<file path="config.mk">
export PLATFORM = sky130hd
export DESIGN_NAME = mbde_mul
export DESIGN_NICKNAME = d
export VERILOG_FILES = /design/src/hw/rtl/mbde_pkg.sv /design/src/hw/rtl/mbde_mul.sv
export SDC_FILE = /design/constraint.sdc
export NUM_CORES = 2
export LEC_CHECK = 0
export BUFFER_PORTS_ARGS = -buffer_cell sky130_fd_sc_hd__buf_2
export CORE_MARGIN = 2
export CORE_UTILIZATION = 39
export DETAILED_ROUTE_END_ITERATION = 10
export GPL_ROUTABILITY_DRIVEN = 1
export PLACE_DENSITY = 0.58
export SLEW_MARGIN = 20
export SYNTH_ARGS = -nofsm -noshare
export SYNTH_HDL_FRONTEND = slang
export SYNTH_SLANG_ARGS = --single-unit
</file>
<file path="constraint.sdc">
create_clock -name clk -period 25.5 [get_ports clk]
set_input_delay 1.275 -clock clk [delete_from_list [all_inputs] [get_ports clk]]
set_output_delay 1.275 -clock clk [all_outputs]
set_load 0.01 [all_outputs]
</file>
<file path="src/hw/rtl/mbde_pkg.sv">
// ----------------------------------------------------------------------------
// mbde_pkg: shared types and constants of the distance estimator
// Fixed-point constants (28 fraction bits), CORDIC step tables, sequencer
// states and the request structs between the top level and its units.
// ----------------------------------------------------------------------------
package mbde_pkg;

  localparam int ANG_W            = 40;
  localparam int CORDIC_STEPS_DEF = 32;
  localparam int DIV_STEPS        = 80;

  typedef logic signed [ANG_W-1:0] ang_t;

  localparam logic signed [63:0] ONE_Q     = 64'sd268435456;
  localparam logic signed [63:0] BAILOUT_Q = 64'sd536870912;
  localparam logic signed [63:0] INV_K_Q   = 64'sd163008218;
  localparam logic [63:0]        DR_MAX_Q  = 64'h3FFF_FFFF_FFFF_FFFF;

  localparam ang_t PI_Q      = 40'sd843314857;
  localparam ang_t HALF_PI_Q = 40'sd421657428;
  localparam ang_t TWO_PI_Q  = 40'sd1686629713;
  localparam ang_t LN2_Q     = 40'sd186065280;

  // Configuration registers
  localparam int CFG_IDX_W = 1;
  localparam logic [CFG_IDX_W-1:0] REG_POWER    = 1'd0;
  localparam logic [CFG_IDX_W-1:0] REG_MAX_ITER = 1'd1;
  localparam logic [4:0]  POWER_DEF  = 5'd8;
  localparam logic [15:0] MAX_IT_DEF = 16'd10000;

  typedef enum logic [1:0] {CM_VEC, CM_ROT, CM_HYP} cor_mode_t;

  typedef struct packed {
    logic      start;
    cor_mode_t mode;
  } cor_req_t;

  typedef struct packed {
    logic start;
    logic sgn;
  } mul_req_t;

  typedef enum logic [2:0] {CJ_PHI, CJ_THETA, CJ_SINT, CJ_SINP, CJ_LN} cjob_t;

  typedef enum logic [3:0] {
    OP_RHO, OP_R, OP_RP, OP_ZR, OP_DR, OP_T1, OP_ZX, OP_T2, OP_ZY, OP_ZZ, OP_MAG
  } mop_t;

  typedef enum logic [4:0] {
    S_IDLE, S_ITER, S_PHI, S_THETA, S_BAIL, S_POW, S_RED_MUL, S_RED, S_FOLD1,
    S_FOLD2, S_COR_GO, S_COR_WAIT, S_MUL_GO, S_MUL_WAIT, S_FIN, S_LN_MSB,
    S_LN_NORM, S_DIV, S_DIV_END, S_OUT
  } state_t;

  // Circular CORDIC step angle atan(2^-i)
  function automatic ang_t atan_step(int unsigned i);
    ang_t v;
    v = '0;
    unique case (i)
      0: v = 40'sd210828714;
      1: v = 40'sd124459457;
      2: v = 40'sd65760959;
      3: v = 40'sd33381289;
      4: v = 40'sd16755421;
      5: v = 40'sd8385878;
      6: v = 40'sd4193962;
      7: v = 40'sd2097109;
      8: v = 40'sd1048570;
      default: begin
        if (i <= 28) v = ang_t'(40'sd1 <<< (28 - i)) - 40'sd1;
        else v = '0;
      end
    endcase
    return v;
  endfunction

  // Hyperbolic CORDIC step angle atanh(2^-i)
  function automatic ang_t atanh_step(int unsigned i);
    ang_t v;
    v = '0;
    unique case (i)
      1: v = 40'sd147453245;
      2: v = 40'sd68561854;
      3: v = 40'sd33730851;
      4: v = 40'sd16799112;
      5: v = 40'sd8391340;
      6: v = 40'sd4194645;
      7: v = 40'sd2097194;
      8: v = 40'sd1048581;
      default: begin
        if (i >= 9 && i <= 28) v = ang_t'(40'sd1 <<< (28 - i));
        else v = '0;
      end
    endcase
    return v;
  endfunction

endpackage

</file>
<file path="src/hw/rtl/mbde_mul.sv">
// ----------------------------------------------------------------------------
// mbde_mul: shared 64x64 fixed-point multiplier
// One 32x32 partial product per cycle into an accumulator, then truncate to 28
// fraction bits with saturation; optional sign-magnitude handling.
// ----------------------------------------------------------------------------
module mbde_mul (
  input  logic              clk,
  input  logic              rst,
  input  mbde_pkg::mul_req_t req,
  input  logic [63:0]       a,
  input  logic [63:0]       b,
  output logic [63:0]       p,
  output logic              done
);

  logic [63:0]  ua, ub;
  logic         neg, sgn, busy, fin;
  logic [1:0]   cnt;
  logic [127:0] acc;
  logic [31:0]  a_h, b_h;
  logic [63:0]  pp;
  logic [6:0]   sh;
  logic [63:0]  u, p_next;
  logic         ovf;

  // Select halves and form the partial product
  always_comb begin
    a_h = cnt[0] ? ua[63:32] : ua[31:0];
    b_h = cnt[1] ? ub[63:32] : ub[31:0];
    pp  = a_h * b_h;
    sh  = {cnt[0] & cnt[1], cnt[0] ^ cnt[1], 5'd0};
  end

  // Truncate, saturate and restore sign
  always_comb begin
    ovf = |acc[127:92];
    u   = ovf ? '1 : acc[91:28];
    if (sgn && u[63]) u = 64'h7FFF_FFFF_FFFF_FFFF;
    p_next = neg ? (64'd0 - u) : u;
  end

  // Control
  always_ff @(posedge clk) begin
    if (rst) begin
      busy <= 1'b0;
      fin  <= 1'b0;
      done <= 1'b0;
      cnt  <= '0;
    end else begin
      done <= fin;
      fin  <= 1'b0;
      if (req.start) begin
        busy <= 1'b1;
        cnt  <= '0;
      end else if (busy) begin
        cnt <= cnt + 2'd1;
        if (cnt == 2'd3) begin
          busy <= 1'b0;
          fin  <= 1'b1;
        end
      end
    end
  end

  // Datapath
  always_ff @(posedge clk) begin
    if (req.start) begin
      ua  <= (req.sgn && a[63]) ? (64'd0 - a) : a;
      ub  <= (req.sgn && b[63]) ? (64'd0 - b) : b;
      neg <= req.sgn && (a[63] ^ b[63]);
      sgn <= req.sgn;
      acc <= '0;
    end else if (busy) begin
      acc <= acc + ({64'd0, pp} << sh);
    end
    if (fin) p <= p_next;
  end

endmodule

</file>
**Yosys cells after proc, flatten, opt, wreduce, memory -nomap -nowiden**

Index checks and enable logic that the tools add are counted.

- $add $sub $neg: 5
- Multipliers: 1
- Equal/unequal tests: 1
- Shifts and indexed selects: 1
- Multiplexer cells: 11
- Bitwise gates (word level): 4
- Reductions and logical operators: 7

Operator list:

| operator | count |
|---|---|
| $mux W64 | 5 |
| $sub A1 B64 Y64 const A | 3 |
| $add A128 B128 Y128 | 1 |
| $shl A64 B7 Y128 | 1 |
| $mul A32 B32 Y64 | 1 |
| $mux W32 | 2 |
| $reduce_or A36 Y1 | 1 |
| $logic_and A1 B1 Y1 | 4 |
| $mux W1 | 4 |
| $reduce_or A3 Y1 | 1 |
| $add A2 B1 Y2 const B | 1 |
| $eq A2 B2 Y1 const B | 1 |
| $reduce_or A2 Y1 | 1 |
| $xor A1 B1 Y1 | 2 |
| $and A1 B1 Y1 | 1 |
| $not A1 Y1 | 1 |

- Bits in registers: 327
- Input bits: 132
- Output and inout bits: 65
- Word-level logic and storage cells: 40

**Longest topological paths before layout**

- Depth in word-level cells: 6
- Gate-level depth with buffers: 45
- Depth with buffers taken out: 40

**Least setup slack after synthesis**

No wires, ideal clock.

- Kind: register to register
- From: register cnt[1]
- To: register acc[120]
- Library setup time: 0.120 ns
- Data arrival time: 11.264 ns
- Data required time: 25.380 ns
- Setup slack: 14.116 ns
- Cell stages (with the launch flop): 44
- Buffers on the path: 6
- Period minus slack after synthesis: 11.384 ns
- Cell sequence: dfxtp_1 > clkbuf_1 > buf_1 > buf_1 > mux2i_1 > clkbuf_1 > nor2_1 > fa_1 > inv_1 > fa_1 > inv_1 > fa_1 > inv_1 > fa_1 > inv_1 > fa_1 > fa_1 > fa_1 > [8 not listed] > o31ai_1 > and2_1 > a211oi_1 > o21ai_0 > xnor2_1 > o22ai_1 > ha_1 > clkbuf_1 > nand4_1 > or2_2 > or3_1 > or4_1 > a21oi_1 > nor3_1 > o31a_1 > o21ai_0 > nor3_1 > a211o_1

- Longest elaborated chain between the ends: 4

RTL lines:

| what | line | text |
|---|---|---|
| start, declared | mbde_mul.sv:18 | `logic [1:0] cnt;` |
| start signal, assigned | mbde_mul.sv:56 | `cnt <= cnt + 2'd1;` |
| $mux W32 | mbde_mul.sv:29 | `b_h = cnt[1] ? ub[63:32] : ub[31:0];` |
| $mul A32 B32 Y64 | mbde_mul.sv:30 | `pp = a_h * b_h;` |
| $shl A64 B7 Y128 (*) | mbde_mul.sv:74 | `acc <= acc + ({64'd0, pp} << sh);` |
| $add A128 B128 Y128 (*) | mbde_mul.sv:74 |  |
| end signal, assigned | mbde_mul.sv:74 |  |
| end, declared | mbde_mul.sv:19 | `logic [127:0] acc;` |

Mark *: on every way between the ends. The rest lies on a longest branch, timed or not.
A chain may end at the register's enable or synchronous reset.

**Final worst setup path**

- From: register cnt[0]
- To: register acc[122]

- Longest elaborated chain between the ends: 4

RTL lines:

| what | line | text |
|---|---|---|
| $mux W32 | mbde_mul.sv:28 | `a_h = cnt[0] ? ua[63:32] : ua[31:0];` |
| $mul A32 B32 Y64 | mbde_mul.sv:30 |  |
| $shl A64 B7 Y128 (*) | mbde_mul.sv:74 |  |
| $add A128 B128 Y128 (*) | mbde_mul.sv:74 |  |

Marks and branches as above.

==> impl_metrics.ini <==
[worst_setup_path]
rr_worst_depth = 36
r2r-end = acc[122]
end_kind = flop
cp_slowest_cell = mux2i_4
critPathKind = reg2reg
startpoint = cnt[0]
cp_top_family = adder cells
critPathArrivalTime_ns = 14.92
r2r_start = cnt[0]
path_max_fanout = 50
crit_path_frequent_cell = fa_1
startpoint_type = flop
max_stage_delay_ns = 0.92
reg2reg_setup_slack_ns = 11.09
critPathBufInv = 3
cp.required_ns = 26.00

[clock_network]
clk_latency_ns = 0.66
clock_path_buffers = 3
ctsHoldBuffers = 0
clk_pin_slew_ns = 0.06
numCtsBuffers = 42
cts_max_level = 2
cts_tree = done
root_buffer = clkbuf_16
cts_sinks = 327
post_cts.repair.setup_buffers = 0
cts_resized = 0

[synthesis]
synthArstFlopShare_pct = 0
ys.flop_type = edfxtp_1
syn_inst = 6793
postSynthAreaPerCell_um2 = 8.50
synth_top_area_cell = fa_1
ys_ff_latch = 327
synth_edf_count = 194
ys_seq_area_share_pct = 14.7
synth_area_um2 = 57700
synth_top_cell_area_share_pct = 31.1
ys_types = 86
synthTopCellsByArea = fa_1 31%, edfxtp_1 10%, ha_1 8.5%, nor2_1 6.5%, inv_1 6.1%
ys_warn_count = 0
synth_fp_nets = 8216

[timing]
finalSetupViolCount = 0
finalHoldViolCount = 0
slew_viol_final = 0
rsz0062_at_grt = no
setup_tns_ns = 0
fin_crit_sh_pct = 56.5
fmaxAchievable_ghz = 0.0694
period_minus_slack_ns = 14.41
worst_slew_pin_slew_ns = 1.27
max_slew_margin_pct = 14.9
skew_ns = 0.0757

[routing]
routed_wl_um = 212000
vias_per_cell = 5.73
drc = 0
wl_per_cell_um = 24.2
drt_iter0_markers = 4688
vias = 50200
drt.antenna.violating_nets = 0
firstDrtPassIters = 6

[floorplan]
dieHeight_um = 389
initial_utilization_pct = 39.2
core_um2 = 147000
die_w_um = 389
rows = 141
dieArea_um2 = 151000
io_pins = 197

[run]
drv_cap = 0

[global_routing]
antenna_found_initial = 16
grt_pass1_vias = 49800
track_usage_pct = 27.8
gr-total-overflow = 0
grt_pass1_wl_um = 316000
grt_max_degree = 66

[layout]
nFillCells = 14800
syn_to_final_growth_pct = 8.08
drive_gt1_share_pct = 7.87
multi_input_area_um2 = 44700
postLayoutCellArea_um2 = 62400
regArea_um2 = 8500
layout.nets = 8212

[worst_hold_path]
hold_start = acc[4]
holdPathStages = 2
holdPathEnd = acc[4]
min_path_type = reg2reg

[placement]
gp_congestion = 1.01
dpl.hpwl_um = 170000
io_buffers = 196
placed_cell_area_um2 = 60900

[run_status]
status = finished, final reports clean
## kinds of logic after synthesis
group / synth area share [%]
DFF: 14.7
xor gates and xnor gates: 4.95
adders and majority gates: 39.6
muxes: 3.54
buffers and inverters: 8.35
AOI/OAI and AO/OA: 11.5
and+or+nand+nor: 17.3
## worst max path at each step
stage / to / slack (ns) / depth (start not counted)
global route: acc[122] / 10.58 / 38
CTS: acc[122] / 11.46 / 36
finish: acc[122] / 11.09 / 36
floorplan: acc[120] / 14.12 / 43
detailed placement: acc[122] / 11.50 / 36
global placement: acc[122] / 10.92 / 37
## routing by layer
metal / track usage, % / routed length (um) / vias up
met2: 42.7 / 93600 / 2217
met5: 0 / 56 / -
li1: - / - / 22200
met3: 6.41 / 20500 / 384
met4: 9.76 / 8030 / 8
met1: 38.3 / 89600 / 25400
## worst min-delay path, cell delays in order (launching register included)
cell and delay, ns:
dfxtp_1 0.32, nand2_1 0.06, a21oi_1 0.05
## synthesized netlist by cell type (50+ instances only)
library cell	n
nor2_1	993
inv_1	934
fa_1	897
nand2_1	756
ha_1	394
a21oi_1	346
clkbuf_1	315
o21ai_0	256
edfxtp_1	194
xnor2_1	190
xor2_1	136
dfxtp_1	133
mux2i_1	129
nand4_1	108
nor3_1	100
a21o_1	82
mux2_2	67
nand3_1	63
and2_1	50
o31ai_1	50
## cells in the final DEF, fill, tap and decap left out, types with 30 or more instances in the layout
| cell type | synthesis | final |
|---|---|---|
| nor2_1 | 993 | 992 |
| inv_1 | 934 | 934 |
| fa_1 | 897 | 897 |
| nand2_1 | 756 | 755 |
| ha_1 | 394 | 393 |
| a21oi_1 | 346 | 346 |
| o21ai_0 | 256 | 256 |
| buf_2 | 1 | 196 |
| edfxtp_1 | 194 | 194 |
| xnor2_1 | 190 | 190 |
| xor2_1 | 136 | 135 |
| dfxtp_1 | 133 | 129 |
| nand4_1 | 108 | 108 |
| buf_4 | 0 | 103 |
| nor3_1 | 100 | 100 |
| mux2i_1 | 129 | 86 |
| a21o_1 | 82 | 82 |
| mux2_2 | 67 | 67 |
| nand3_1 | 63 | 63 |
| o31ai_1 | 50 | 50 |
| and2_1 | 50 | 49 |
| o21bai_1 | 47 | 47 |
| nor4_1 | 47 | 46 |
| clkbuf_16 | 0 | 43 |
| or3_1 | 35 | 35 |
| o21a_1 | 34 | 34 |
| mux2i_2 | 0 | 33 |
| o22ai_1 | 32 | 32 |
| or4_1 | 30 | 30 |
## area by class of cell
| type | count | area share, % |
|---|---|---|
| flip-flops and latches | 327 | 13.6 |
| clock buffers | 52 | 1.78 |
| inverters | 936 | 5.63 |
| diodes | 6 | 0.0241 |
| clock inverters | 26 | 0.595 |
| multi-input cells | 5182 | 71.6 |
| well taps | 1930 | 3.87 |
| repair buffers | 300 | 2.83 |
## state kept, by name, indices dropped and copies added, names as in the netlist
name	cells
acc	128
p	64
ua	64
ub	64
cnt	2
busy	1
done	1
fin	1
neg	1
sgn	1
## metrics by stage
| step | utilization [%] | cells | setup slack [ns] | hold slack (ns) |
|---|---|---|---|---|
| floorplan | - | 6793 | 14.12 | 0.445 |
| finish | 42.4 | 8759 | 11.09 | 0.473 |
| detailed placement | 41.3 | 8675 | 11.50 | 0.465 |
| global placement | 41.3 | 8674 | 10.92 | 0.458 |
| global route | 42.4 | 8753 | 10.58 | 0.503 |
| CTS | 42.3 | 8753 | 11.46 | 0.473 |
Power is not shown: default switching activity piles up to over one toggle a cycle in this logic, so the estimate is an artifact.
